===== config.mk =====
export PLATFORM = sky130hd
export DESIGN_NAME = tccw_front
export DESIGN_NICKNAME = d
export VERILOG_FILES = /design/src/hdl/tccw_pkg.sv /design/src/hdl/tccw_front.sv
export SDC_FILE = /design/constraint.sdc
export NUM_CORES = 1
export LEC_CHECK = 0
export BUFFER_PORTS_ARGS = -buffer_cell sky130_fd_sc_hd__buf_2
export CORE_MARGIN = 2
export CORE_UTILIZATION = 51
export CTS_CLUSTER_DIAMETER = 40
export DETAILED_ROUTE_END_ITERATION = 8
export GPL_TIMING_DRIVEN = 0
export PLACE_DENSITY = 0.78
export REMOVE_ABC_BUFFERS = 1
export SKIP_LAST_GASP = 1
export SLEW_MARGIN = 20
export SYNTH_ARGS = -nofsm -noshare
export SYNTH_HDL_FRONTEND = slang
export SYNTH_SLANG_ARGS = --single-unit
export TNS_END_PERCENT = 20

===== constraint.sdc =====
create_clock -name i_clk -period 3.45 [get_ports i_clk]
set_clock_uncertainty 0.2 [all_clocks]
set_input_delay 0.345 -clock i_clk [delete_from_list [all_inputs] [get_ports i_clk]]
set_output_delay 0.345 -clock i_clk [all_outputs]
set_load 0.05 [all_outputs]

===== src/hdl/tccw_pkg.sv =====
`timescale 1ns / 1ps
// ----------------------------------------------------------------------------
// tccw_pkg
// Shared types and constants of the text console character writer.
// ----------------------------------------------------------------------------
package tccw_pkg;

    // column values hold up to 255, row values up to 127
    localparam int CW = 8;
    localparam int RW = 7;

    // action codes
    localparam logic [1:0] ACT_PUT   = 2'd0;
    localparam logic [1:0] ACT_SET   = 2'd1;
    localparam logic [1:0] ACT_CLEAR = 2'd2;
    localparam logic [1:0] ACT_READ  = 2'd3;

    // register indexes
    localparam logic [2:0] REG_WIN_LEFT   = 3'd0;
    localparam logic [2:0] REG_WIN_TOP    = 3'd1;
    localparam logic [2:0] REG_WIN_RIGHT  = 3'd2;
    localparam logic [2:0] REG_WIN_BOTTOM = 3'd3;
    localparam logic [2:0] REG_TEXT_ATTR  = 3'd4;

    // character codes
    localparam logic [7:0] CH_NUL   = 8'h00;
    localparam logic [7:0] CH_BELL  = 8'h07;
    localparam logic [7:0] CH_BS    = 8'h08;
    localparam logic [7:0] CH_TAB   = 8'h09;
    localparam logic [7:0] CH_LF    = 8'h0A;
    localparam logic [7:0] CH_SPACE = 8'h20;
    localparam logic [7:0] CH_TILDE = 8'h7E;

    localparam logic [15:0] BLANK_CELL = 16'h0720;
    localparam logic [2:0]  BELL_LAST  = 3'd5;

    typedef struct packed {
        logic [1:0] action;
        logic [7:0] char_code;
        logic       advance;
        logic [6:0] target_col;
        logic [4:0] target_row;
    } t_in_item;

    typedef struct packed {
        logic [15:0] cell_value;
        logic [6:0]  cursor_col;
        logic [4:0]  cursor_row;
        logic        scrolled;
    } t_out_item;

    typedef enum logic [2:0] {
        K_PUT, K_BELL, K_SET, K_CLEAR, K_READ
    } t_kind;

    typedef struct packed {
        t_kind      kind;
        logic [7:0] code;
        logic       adv;
        logic [6:0] tcol;
        logic [4:0] trow;
    } t_cmd;

    typedef enum logic [3:0] {
        S_INIT, S_IDLE, S_PUT, S_AFTER, S_SCR_RD, S_SCR_WR, S_SCR_BLANK,
        S_CLEAR, S_RD_WAIT, S_DONE
    } t_state;

    // text printed for a bell
    function automatic logic [7:0] bell_char(input logic [2:0] idx);
        logic [7:0] c;
        case (idx)
            3'd0:    c = 8'h28;
            3'd1:    c = 8'h62;
            3'd2:    c = 8'h65;
            3'd3:    c = 8'h6C;
            3'd4:    c = 8'h6C;
            default: c = 8'h29;
        endcase
        return c;
    endfunction

endpackage


===== src/hdl/tccw_front.sv =====
`timescale 1ns / 1ps
// ----------------------------------------------------------------------------
// tccw_front
// Accepts input items, classifies the action and holds them in a two-entry
// command queue for the back end.
// ----------------------------------------------------------------------------
module tccw_front (
    input  logic               i_clk,
    input  logic               i_rst_n,
    input  logic               i_hold,
    input  logic               i_in_valid,
    output logic               o_in_stall,
    input  tccw_pkg::t_in_item i_in_item,
    output logic               o_cmd_valid,
    output tccw_pkg::t_cmd     o_cmd,
    input  logic               i_cmd_pop
);
    import tccw_pkg::*;

    t_cmd       r_q [2];
    logic       r_wp, r_rp;
    logic [1:0] r_cnt;
    t_cmd       cls;
    logic       push;

    // classify the action
    always_comb begin
        cls.code = i_in_item.char_code;
        cls.adv  = i_in_item.advance;
        cls.tcol = i_in_item.target_col;
        cls.trow = i_in_item.target_row;
        case (i_in_item.action)
            ACT_PUT:   cls.kind = (i_in_item.char_code == CH_BELL) ? K_BELL : K_PUT;
            ACT_SET:   cls.kind = K_SET;
            ACT_CLEAR: cls.kind = K_CLEAR;
            default:   cls.kind = K_READ;
        endcase
    end

    assign o_in_stall  = (r_cnt == 2'd2) || i_hold;
    assign push        = i_in_valid && !o_in_stall;
    assign o_cmd_valid = (r_cnt != 2'd0);
    assign o_cmd       = r_q[r_rp];

    // queue storage
    always_ff @(posedge i_clk) begin
        if (push) begin
            r_q[r_wp] <= cls;
        end
    end

    // queue pointers
    always_ff @(posedge i_clk) begin
        if (!i_rst_n) begin
            r_wp  <= 1'b0;
            r_rp  <= 1'b0;
            r_cnt <= 2'd0;
        end else begin
            if (push) r_wp <= ~r_wp;
            if (i_cmd_pop) r_rp <= ~r_rp;
            r_cnt <= r_cnt + 2'(push) - 2'(i_cmd_pop);
        end
    end
endmodule


# After elaboration in Yosys (flattened, before gate mapping)

Memories as Yosys holds them, arrays and structs flattened. A register that Yosys moved wholly into a read port is not among the register bits.
Index checks and enable logic that the tools add are counted.

Flip-flop bits (word level): 4
Memory bits (writable): 48
Output and inout port bits: 26
Memories kept: 1

Add/sub/neg operators: 2
Equal/unequal tests: 4
Mux-type cells: 6
Bitwise operators: 2
Reductions and logical operators: 5

Memories:

| name | words | width | read ports | clocked after memory_dff | write ports | line             | source |
|---|---|---|---|---|---|---|---|
| r_q  | 2     | 24    | 1          | 1                        | 1           | tccw_front.sv:20 | `t_cmd r_q [2];` |

Operators by type and width:

| kind                                           | count |
|---|---|
| one-hot mux 3 bit (3 select lines)             | 1 |
| == test 8 x 3 -> 1 bit (second input constant) | 1 |
| two-way mux 1 bit                              | 5 |
| == test 2 bit (second input constant)          | 2 |
| adder 2 x 1 -> 2 bit                           | 1 |
| == test 2 x 1 -> 1 bit (second input constant) | 1 |
| zero test 2 bit                                | 1 |
| NOT 1 bit                                      | 2 |
| nonzero test 2 bit                             | 1 |
| subtractor 2 x 1 -> 2 bit                      | 1 |
| logical AND 1 bit                              | 1 |
| zero test 1 bit                                | 1 |
| logical OR 1 bit                               | 1 |

# Depth between registers and ports, before layout

Gate-level depths: netlist of run 1.

Word-level depth: 6
Depth in mapped cells: 9
Gate-level depth less buffers: 8

# Worst setup path after synthesis of run 1

OpenSTA, ideal clock, no wires.

Path kind: reg-to-reg
Start point: reg r_cnt[1]
End point: mem r_q[0][0] (netlist bit), enable pin
Library setup time: 0.405 ns
Arrival time: 1.928 ns
Setup slack: 0.918 ns
Cell stages (with the launch flop): 5
Path buffers: 1
Period minus slack after synthesis: 2.532 ns
Cell sequence: dfxtp_1 -> nor2b_4 -> or3b_1 -> buf_2 -> nor2_1

Cells in the longest elaborated chain, start to end: 6

Ends and longest elaborated chain:

| what                                    | line             | source |
|---|---|---|
| from (decl)                             | tccw_front.sv:22 | `logic [1:0] r_cnt;` |
| from (signal assigned)                  | tccw_front.sv:61 | `r_cnt <= r_cnt + 2'(push) - 2'(i_cmd_pop);` |
| == test 2 bit                           | tccw_front.sv:40 | `assign o_in_stall = (r_cnt == 2'd2) \|\| i_hold;` |
| logical OR 1 bit                        | tccw_front.sv:40 |  |
| zero test 1 bit                         | tccw_front.sv:41 | `assign push = i_in_valid && !o_in_stall;` |
| logical AND 1 bit                       | tccw_front.sv:41 |  |
| two-way mux 1 bit                       | tccw_front.sv:47 | `if (push) begin` |
| two-way mux 1 bit (not written as such) | tccw_front.sv:48 | `r_q[r_wp] <= cls;` |
| to (decl)                               | tccw_front.sv:20 |  |

No other way between the ends.

# Worst setup path after layout of run 1

Start point: reg r_cnt[1]
End point: reg r_cnt[1]

Cells in the longest elaborated chain, start to end: 6

Ends and longest elaborated chain:

| what                          | line |
|---|---|
| == test 2 bit                 | tccw_front.sv:40 |
| logical OR 1 bit              | tccw_front.sv:40 |
| zero test 1 bit               | tccw_front.sv:41 |
| logical AND 1 bit             | tccw_front.sv:41 |
| adder 2 x 1 -> 2 bit (*)      | tccw_front.sv:61 |
| subtractor 2 x 1 -> 2 bit (*) | tccw_front.sv:61 |

Mark *: on every way between the ends. The rest lies on a longest branch, timed or not.
A chain may end at the register's enable or synchronous reset.

==> reports/results.ini, run 1 <==
[status]
outcome=completed

[pwr]
power.switching_mw=0.375
pwr-share-clk_pct=24.1
seqPwrFrac_pct=57.0
p_per_area_nw_per_um2=546
irDropWorstVdd_mv=0.382
p_int_mw=0.958
comb_power_share_pct=18.9
p_sw_share_pct=28.2
power_leakage_nw=0.937

[sta]
finalSetupViolations=0
rsz0062_at_grt=no
setup_tns_ns=0
worst_pin_slew_ns=0.699
post-route-period-util_pct=64.6
fmax_ghz=0.448
slew_viol_final=0
max_slew_margin_pct=53.3
final_period_minus_worst_setup_slack_ns=2.23
finalHoldViolCount=0

[critical_path]
worstSetupEndpointType=register
r2r-end=r_cnt[1]
regToRegSetupSlack_ns=1.22
worst_ep_arrival_time_ns=2.24
worstSetupPathType=register to register
rr_worst_depth=8
r2r-start=r_cnt[1]
crit_path_max_fanout=4
required_ns=3.46
critPathLaunchType=register

[logic_synthesis]
ys_top_cells_by_count=48 x edfxtp_1, 24 x mux2_2, 5 x dfxtp_1, 5 x inv_1, 5 x nor2_1
synth_area_um2=2040
synthXorXnorAreaFrac_pct=0.860
synth_most_common_cell=edfxtp_1
synth_fa_ha_area_share_pct=2.46
yosysTopAreaCell=edfxtp_1
yosysWarnings=0
synth_compound_area_share_pct=0.246
synth-seq-cells=53
syn_avg_cell_area_um2=18.4
synth_top_family_by_area=multiplexers
synthSimpleGateAreaFrac_pct=5.10
synth_mux_area_share_pct=13.8
synth_edf_count=48
seq_area_frac_synth_pct=75.7
synth_cells=111
async_reset_ff_share_pct=0
ys.flop_type=edfxtp_1
synth_top_area_share_pct=70.8
synth.distinct_cells=20
yosys-top-cells-area=edfxtp_1 71%, mux2_2 13%, dfxtp_1 4.9%

[floorplanning]
dieArea_um2=4520
fp-row-count=22
ioPinCount=54
start_util_pct=54.4
die_x_um=67.2
die_h_um=67.2
core_region_area_um2=3740

[clock_tree]
ctsHoldBuffers=0
tritoncts=done
clock_sinks=53
clk_pin_slew_worst_paths_ns=0.09
cts_root_buffer=clkbuf_8
cts_buffers=5
clk_latency_ns=0.29
cts_setup_buffers=0
h-tree-depth=2
cts_resized=0
clockBufferDepth=2

[min_path]
hold_depth=1
hp-class=primary input to register
hp-start=i_in_item[12]
min_to=r_q[0][12]

[routing]
drt_iter0_drc=28
routed_via_density=5.06
drtAntennaViolNets=0
num_vias=1093
first_pass_iters=4
routed_wl_um=3210
drcViolationCount=0
post_drt_wl_per_cell_um=14.8

[grt]
grt_pass1_wl_um=4910
gr-usage-all-layers_pct=15.5
grt_max_degree=25
grt_pass1_vias=1123
overflow=0
antenna_found_initial=0

[cells_and_area]
syn2layout_area_growth_pct=19.8
drive_above_1_share_pct=54.2
final_util_pct=65.2
antenna_cells=0
layout.cells.non_filler=216
nNetsFinal=199
design_area_um2=2440
n_fill_cell=283

[placement]
placed_cells=208
place_hpwl_um=2210
postPlaceCellArea_um2=2360
place_congestion=0.702
io_buffer_count=53

[flow_run]
max_cap_viol_count=0

==> how the worst max path moves through the flow <==
stage	start	to	slack [ns]
3_5_place_dp	i_hold	r_cnt[1]	1.18
6_report	r_cnt[1]	r_cnt[1]	1.22
5_1_grt	r_cnt[1]	r_cnt[1]	1.13
3_3_place_gp	i_hold	r_q[1][2]	0.45
4_1_cts	register	o_cmd[18]	0.90
2_1_floorplan	r_cnt[1]	r_q[0][0]	0.96
==> sequential cells by signal, indices dropped and copies added, names as in the netlist, named ones only <==
signal	count
r_cnt	2
r_q	48
r_rp	1
r_wp	1
==> cells in the final DEF (no fill, tap or decap), types with 2 or more instances in the layout <==
cell type and n:
nor4b_1 2, nor2_1 3, ha_1 4, dfxtp_1 4, buf_2 53, or2_2 2
nor2_4 2, nand2_1 2, inv_1 5, clkinv_2 2, clkbuf_8 5, mux2_2 24
edfxtp_1 48
==> through the flow <==
step	worst slack [ns]	hold slack [ns]	total power, mW
global route	1.13	0.0220	1.39
CTS	0.901	0.0337	1.34
floorplan	0.960	0.244	0.961
global placement	0.450	0.260	1.02
detailed placement	1.18	0.311	1.03
finish	1.22	0.0404	1.33
==> kinds of logic after synthesis <==
kind of cell / Yosys count
compound gates: 1
buf+inv: 9
flops: 53
mux: 25
fa+ha+maj: 4
xor+xnor: 2
simple gates: 17
==> power groups by stage <==
stage / clock [mW] / sequential [mW] / combinational (mW)
2_1_floorplan: 0 / 0.768 / 0.193
3_3_place_gp: 0 / 0.773 / 0.246
3_5_place_dp: 0 / 0.775 / 0.255
4_1_cts: 0.326 / 0.760 / 0.255
5_1_grt: 0.354 / 0.765 / 0.269
6_report: 0.321 / 0.760 / 0.252
==> final cells by class <==
type / instances / area, um2 / share of cell area [%]
timing repair buffer: 53 / 265 / 10.9
sequential: 53 / 1540 / 63.2
inverter: 5 / 18.8 / 0.769
multi-input combinational: 49 / 472 / 19.3
clock buffer: 6 / 72.6 / 2.97
tap: 48 / 60.1 / 2.46
clock inverter: 2 / 10.0 / 0.410
==> per-layer routing <==
layer	vias up	track usage (%)	part of all wire (%)
li1	520	-	-
met1	529	18.2	41
met2	40	27.2	51
met3	4	3.17	7.3
met4	0	7.40	1.0
met5	-	0	0
==> critical path: stages (launching register included) <==
cell and delay, ns:
dfxtp_1 0.33, nor2b_4 0.13, or3b_1 0.49, ha_1 0.33
inv_1 0.04, ha_1 0.18, xor2_1 0.15, and2_2 0.19
nor3_1 0.12
No activity file was read; power rests on OpenSTA's default activity.
==> run 2: changes to the inputs <==
--- a/config.mk
+++ b/config.mk
@@ -7,11 +7,11 @@
 export LEC_CHECK = 0
 export BUFFER_PORTS_ARGS = -buffer_cell sky130_fd_sc_hd__buf_2
 export CORE_MARGIN = 2
-export CORE_UTILIZATION = 51
+export CORE_UTILIZATION = 46
 export CTS_CLUSTER_DIAMETER = 40
 export DETAILED_ROUTE_END_ITERATION = 8
 export GPL_TIMING_DRIVEN = 0
-export PLACE_DENSITY = 0.78
+export PLACE_DENSITY = 0.74
 export REMOVE_ABC_BUFFERS = 1
 export SKIP_LAST_GASP = 1
 export SLEW_MARGIN = 20
==> constraint.sdc (replaced) <==
create_clock -name i_clk -period 2 [get_ports i_clk]
set_clock_uncertainty 0.2 [all_clocks]
set_input_delay 0.2 -clock i_clk [delete_from_list [all_inputs] [get_ports i_clk]]
set_output_delay 0.2 -clock i_clk [all_outputs]
set_load 0.05 [all_outputs]
==> run 2 against run 1 <==
- the run now ends with negative setup slack left
- utilization fell by 1.8 points
- setup slack got worse by 1.3 ns
- global-route usage shrank 0.051 points
- via count grew 8.8%
- largest cell class unchanged
- highest routed layer unchanged
==> reports/results.ini, run 2 (synthesis gave the netlist of run 1 again) <==
[status]
outcome=finished, violations left
violations=negative setup slack

[floorplanning]
die_x_um=70.5  ; +5.0%
start_util_pct=47.1  ; -7.3 points
ioPinCount=54  ; unchanged
dieArea_um2=4980  ; +10%
fp-row-count=24  ; +9.1%
core_region_area_um2=4320  ; +16%
die_h_um=70.5  ; +5.0%

[clock_tree]
clockBufferDepth=2  ; unchanged
clk_pin_slew_worst_paths_ns=0.08  ; about the same
h-tree-depth=2  ; unchanged
clk_latency_ns=0.29  ; about the same
cts_buffers=5  ; unchanged
clock_sinks=53  ; unchanged
cts_root_buffer=clkbuf_8
tritoncts=done

[sta]
slew_viol_final=0  ; unchanged
finalSetupViolations=27  ; +27
worst_pin_slew_ns=0.752  ; +0.0531 ns
setup_ws_ns=-0.0507  ; -1.27 ns
finalHoldViolCount=0  ; unchanged
fmax_ghz=0.488  ; +8.7%
max_slew_margin_pct=49.7  ; -3.5 points
final_period_minus_worst_setup_slack_ns=2.05  ; -0.179 ns
whs_ns=0.0242  ; -0.0162 ns
rsz0062_at_grt=yes
setup_tns_ns=-1.04  ; -1.04 ns
post-route-period-util_pct=103  ; +38 points

[grt]
grt_max_degree=25  ; unchanged
overflow=0  ; unchanged
grt_pass1_wl_um=5900  ; +20%
antenna_found_initial=0  ; unchanged
grt_pass1_vias=1270  ; +13%
gr-usage-all-layers_pct=15.4  ; -0.051 points

[cells_and_area]
final_util_pct=63.4  ; -1.8 points
n_fill_cell=333  ; +18%
top_register=r_q
drive_above_1_share_pct=52.1  ; -2.1 points
nNetsFinal=223  ; +12%
antenna_cells=0  ; unchanged
largest_reg_flops=48  ; unchanged
mostFrequentLayoutCells=53 x buf_2, 48 x edfxtp_1, 24 x mux2_2
reg_top3=r_q: 48 flops, r_cnt: 2 flops
syn2layout_area_growth_pct=34.6
final_common_cell=buf_2

[pwr]
total_power_mw=2.50  ; +88%
irDropWorstVdd_mv=0.567  ; +49%
p_per_area_nw_per_um2=913  ; +67%
power_leakage_nw=1.05  ; +12%

[flow_run]
max_cap_viol_count=0  ; unchanged

[critical_path]
crit_path_max_fanout=24  ; +20
required_ns=1.73  ; -1.73 ns
rr_worst_depth=3  ; -5
worstSetupPathType=register to register
critPathLaunchType=register
worst_ep_arrival_time_ns=1.78  ; -0.46 ns
worstSetupEndpointType=register

[routing]
routed_via_density=4.87  ; -3.7%
first_pass_iters=4  ; unchanged
routed_wl_um=3740  ; +17%
num_vias=1189  ; +8.8%
drt_iter0_drc=70  ; +150%
drtAntennaViolNets=0  ; unchanged
drcViolationCount=0  ; unchanged
post_drt_wl_per_cell_um=15.3  ; +3.3%

[placement]
place_congestion=0.719  ; +2.5%
io_buffer_count=53  ; unchanged
place_hpwl_um=2390  ; +7.8%

[min_path]
hp-class=primary input to register
hold_depth=3  ; +2

## run 2: changes by cell type in the layout (fill, tap and decap cells not counted), sizes merged
cell and change:
dlygate4sd3 +22, buf +2, bufinv +1, clkinv -1
## run 2: metrics by stage
step / worst slack, ns / area, um2 / instances
2_1_floorplan: -0.490 / 2020 / 107
3_3_place_gp: -1.03 / 2350 / 212
3_5_place_dp: -0.243 / 2360 / 212
4_1_cts: -0.0833 / 2730 / 243
5_1_grt: -0.120 / 2740 / 244
6_report: -0.0507 / 2740 / 244
## run 2: cell type report
cell class | count | area, um2 | share of cell area (%)
Sequential cell | 53 | 1550 | 56.5
Multi-Input combinational cell | 49 | 503 | 18.3
Timing Repair Buffer | 77 | 500 | 18.3
Clock buffer | 6 | 72.6 | 2.65
Tap cell | 52 | 65.1 | 2.37
Clock inverter | 2 | 33.8 | 1.23
Inverter | 5 | 18.8 | 0.685
## run 2: repair_timing
action | CTS | global route
setup buffers | 1 | 1
setup endpoints to repair | 74 | 49
hold buffers | 22 | 0
endpoints found under the hold margin | 44 | 0
gates cloned | 0 | 0
resized for setup | 10 | 1
pin swaps | 5 | 3
## run 2: critical path, stage by stage (launching register included)
cell and delay [ns]:
dfxtp_2 0.33, nor2b_4 0.12, or3b_4 0.43, nor2_4 0.60
## run 2: worst paths after layout
| check | start | to | slack (ns) |
|---|---|---|---|
| min reg2reg | r_rp | r_rp | 0.33 |
| min | i_cmd_pop | r_rp | 0.02 |
| max | r_cnt[1] | r_q[0][16] | -0.05 |
| max reg2reg | r_cnt[1] | r_q[0][16] | -0.05 |
## run 2: report_power, final
group / internal, mW / switching, mW / total [mW] / leakage (nW)
registers: 1.27 / 0.0387 / 1.31 / 0.482
clock network: 0.370 / 0.323 / 0.692 / 0.0528
logic: 0.180 / 0.317 / 0.497 / 0.513
## run 2: per-layer routing
metal / GRT usage, % / wire [um] / part of all wire (%)
met5: 0 / 0 / 0
met4: 3.14 / 25 / 0.67
met3: 4.56 / 208 / 5.6
met2: 28.5 / 1980 / 53
met1: 18.0 / 1530 / 41
==> run 3: changes to the inputs <==
--- a/config.mk
+++ b/config.mk
@@ -12,8 +12,6 @@
 export DETAILED_ROUTE_END_ITERATION = 8
 export GPL_TIMING_DRIVEN = 0
 export PLACE_DENSITY = 0.74
-export REMOVE_ABC_BUFFERS = 1
-export SKIP_LAST_GASP = 1
 export SLEW_MARGIN = 20
 export SYNTH_ARGS = -nofsm -noshare
 export SYNTH_HDL_FRONTEND = slang
==> constraint.sdc (replaced) <==
create_clock -name i_clk -period 2 [get_ports i_clk]
set_clock_uncertainty 0.2 [all_clocks]
set_input_delay 0.2 -clock i_clk [delete_from_list [all_inputs] [get_ports i_clk]]
set_output_delay 0.2 -clock i_clk [all_outputs]
set_load 0.005 [all_outputs]
==> run 3 against run 2 <==
- the flow still finishes with violations (negative setup slack)
- register-to-register slack got worse by 0.13 ns
- non-clock buffer count up 5
- global-route usage is 0.16 points higher
- cell area grew 2.1%
- sequential cell count did not move
- worst hold slack improved by 0.078 ns
- power decreased by 6.2%
- critical path type unchanged
- utilization is 1.3 points higher
- sequential power is essentially flat
- largest cell class unchanged
- wire length decreased by 1.3%
==> reports/results.ini, run 3 (synthesis gave the netlist of run 1 again) <==
[critical_path]
cpMaxStageDelayCell=or3b_1
worst_ep_arrival_time_ns=2.19  ; +0.41 ns
worstSetupEndpointType=register
cpLargestDelayFamily=simple AND/OR/NAND/NOR gates
required_ns=2.01  ; +0.28 ns
path_cells=nor2b_4, or3b_1, buf_6, ha_4, inv_2, ha_4, xor2_2, and2_4, nor3_2
crit_path_max_fanout=4  ; -83%
worstSetupPathType=register to register
critPathLaunchType=register
path_buf_inv=2  ; +2
critPathMaxStageDelay_ns=0.38  ; -0.22 ns
crit_path_frequent_cell=ha_4

[clock_tree]
cts_buffers=5  ; unchanged
clockBufferDepth=2  ; unchanged
clk_latency_ns=0.29  ; about the same
clk_pin_slew_worst_paths_ns=0.08  ; about the same
cts_root_buffer=clkbuf_8
h-tree-depth=2  ; unchanged
tritoncts=done
clock_sinks=53  ; unchanged

[pwr]
irDropWorstVdd_mv=0.558  ; -1.4%
power_leakage_nw=1.08  ; +3.0%
p_per_area_nw_per_um2=838  ; -8.1%
total_power_mw=2.35  ; -6.2%

[routing]
drcViolationCount=0  ; unchanged
first_pass_iters=4  ; unchanged
post_drt_wl_per_cell_um=14.8  ; -3.3%
drt_iter0_drc=56  ; -20%
drtAntennaViolNets=0  ; unchanged
routed_via_density=4.72  ; -3.2%
routed_wl_um=3700  ; -1.3%
num_vias=1175  ; -1.2%

[grt]
grt_pass1_wl_um=5790  ; -1.9%
grt_max_degree=25  ; unchanged
overflow=0  ; unchanged
grt_pass1_vias=1271  ; +0.079%
gr-usage-all-layers_pct=15.6  ; +0.16 points
antenna_found_initial=0  ; unchanged

[floorplanning]
ioPinCount=54  ; unchanged
dieArea_um2=4980  ; unchanged
die_h_um=70.5  ; unchanged
die_x_um=70.5  ; unchanged
start_util_pct=47.1  ; unchanged
fp-row-count=24  ; unchanged
core_region_area_um2=4320  ; unchanged

[placement]
place_congestion=0.697  ; -3.1%
place_hpwl_um=2360  ; -1.3%
io_buffer_count=53  ; unchanged

[cells_and_area]
largest_reg_flops=48  ; unchanged
antenna_cells=0  ; unchanged
top_register=r_q
seq_area_um2=1550  ; about the same
multi_input_area_um2=510  ; +1.5%
mostFrequentLayoutCells=54 x buf_2, 48 x edfxtp_1, 24 x mux2_2
n_fill_cell=324  ; -2.7%
reg_top3=r_q: 48 flops, r_cnt: 2 flops
nNetsFinal=228  ; +2.2%
drive_above_1_share_pct=52.3  ; +0.20 points
syn2layout_area_growth_pct=37.4
final_common_cell=buf_2

[sta]
worst_pin_slew_ns=0.688  ; -0.0644 ns
slew_viol_final=0  ; unchanged
fmax_ghz=0.459  ; -5.8%
rsz0062_at_grt=yes
max_slew_margin_pct=54.0  ; +4.3 points
final_period_minus_worst_setup_slack_ns=2.18  ; +0.126 ns
setup_tns_ns=-3.57  ; -2.53 ns
finalHoldViolCount=0  ; unchanged
post-route-period-util_pct=109  ; +6.3 points
finalSetupViolations=49  ; +81%
setup_ws_ns=-0.176  ; -0.126 ns

[status]
violations=negative setup slack
outcome=finished, violations left

[flow_run]
max_cap_viol_count=0  ; unchanged

[min_path]
hp-class=primary input to register

[logic_synthesis]
syn-num-nets=143

[run 3: changes by cell type in the layout (fill, tap and decap cells not counted), sizes merged]
cell / delta
clkbuf: +3
buf: +2
dlygate4sd3: +1
clkinv: -1
[run 3: final cells by class]
| class | instances | share of cell area, % |
|---|---|---|
| well taps | 52 | 2.32 |
| multi-input cells | 49 | 18.2 |
| flip-flops and latches | 53 | 55.3 |
| plain buffers | 4 | 1.12 |
| clock buffers | 7 | 3.08 |
| clock inverters | 1 | 1.07 |
| repair buffers | 78 | 18.2 |
| inverters | 5 | 0.671 |
[run 3: power breakdown]
group	total [mW]	switching, mW	internal (mW)
Sequential	1.30	0.0225	1.27
Clock	0.714	0.306	0.408
Combinational	0.337	0.146	0.190
[run 3: what timing repair did]
action | in CTS | in global routing
gates resized for setup | 8 | 6
pin swaps | 0 | 5
setup buffers | 2 | 0
setup endpoints to repair | 50 | 60
hold endpoints to repair | 46 | 0
hold buffers | 23 | 0
[run 3: path summary, 6_finish.rpt]
| kind | from | to | slack [ns] | cells after the start |
|---|---|---|---|---|
| worst min-delay path | i_in_item[21] | r_q[0][23] | 0.10 | 2 |
| worst max register to register | r_cnt[1] | r_cnt[1] | -0.18 | 9 |
| worst min register to register | r_wp | r_wp | 0.33 | 2 |
| worst max-delay path | r_cnt[1] | r_cnt[1] | -0.18 | 9 |
[run 3: routing by layer]
layer / vias to the layer above / GRT usage, % / wire (um)
met3: 8 / 4.27 / 159
li1: 582 / - / -
met2: 29 / 29.1 / 2070
met5: - / 0 / 0
met4: 0 / 6.92 / 87
met1: 556 / 16.3 / 1380
[run 3: through the flow]
stage               std cells  util [%]  hold slack (ns)  area (um2)  setup WS (ns)
finish                    249      64.7            0.102        2800         -0.176
global route              249      64.7           0.0720        2800         -0.224
CTS                       249      64.0           0.0775        2770         -0.134
detailed placement        216      55.1            0.195        2380         -0.248
global placement          216      54.9            0.189        2370         -0.440
floorplan                 111         -           0.0989        2040         -0.136
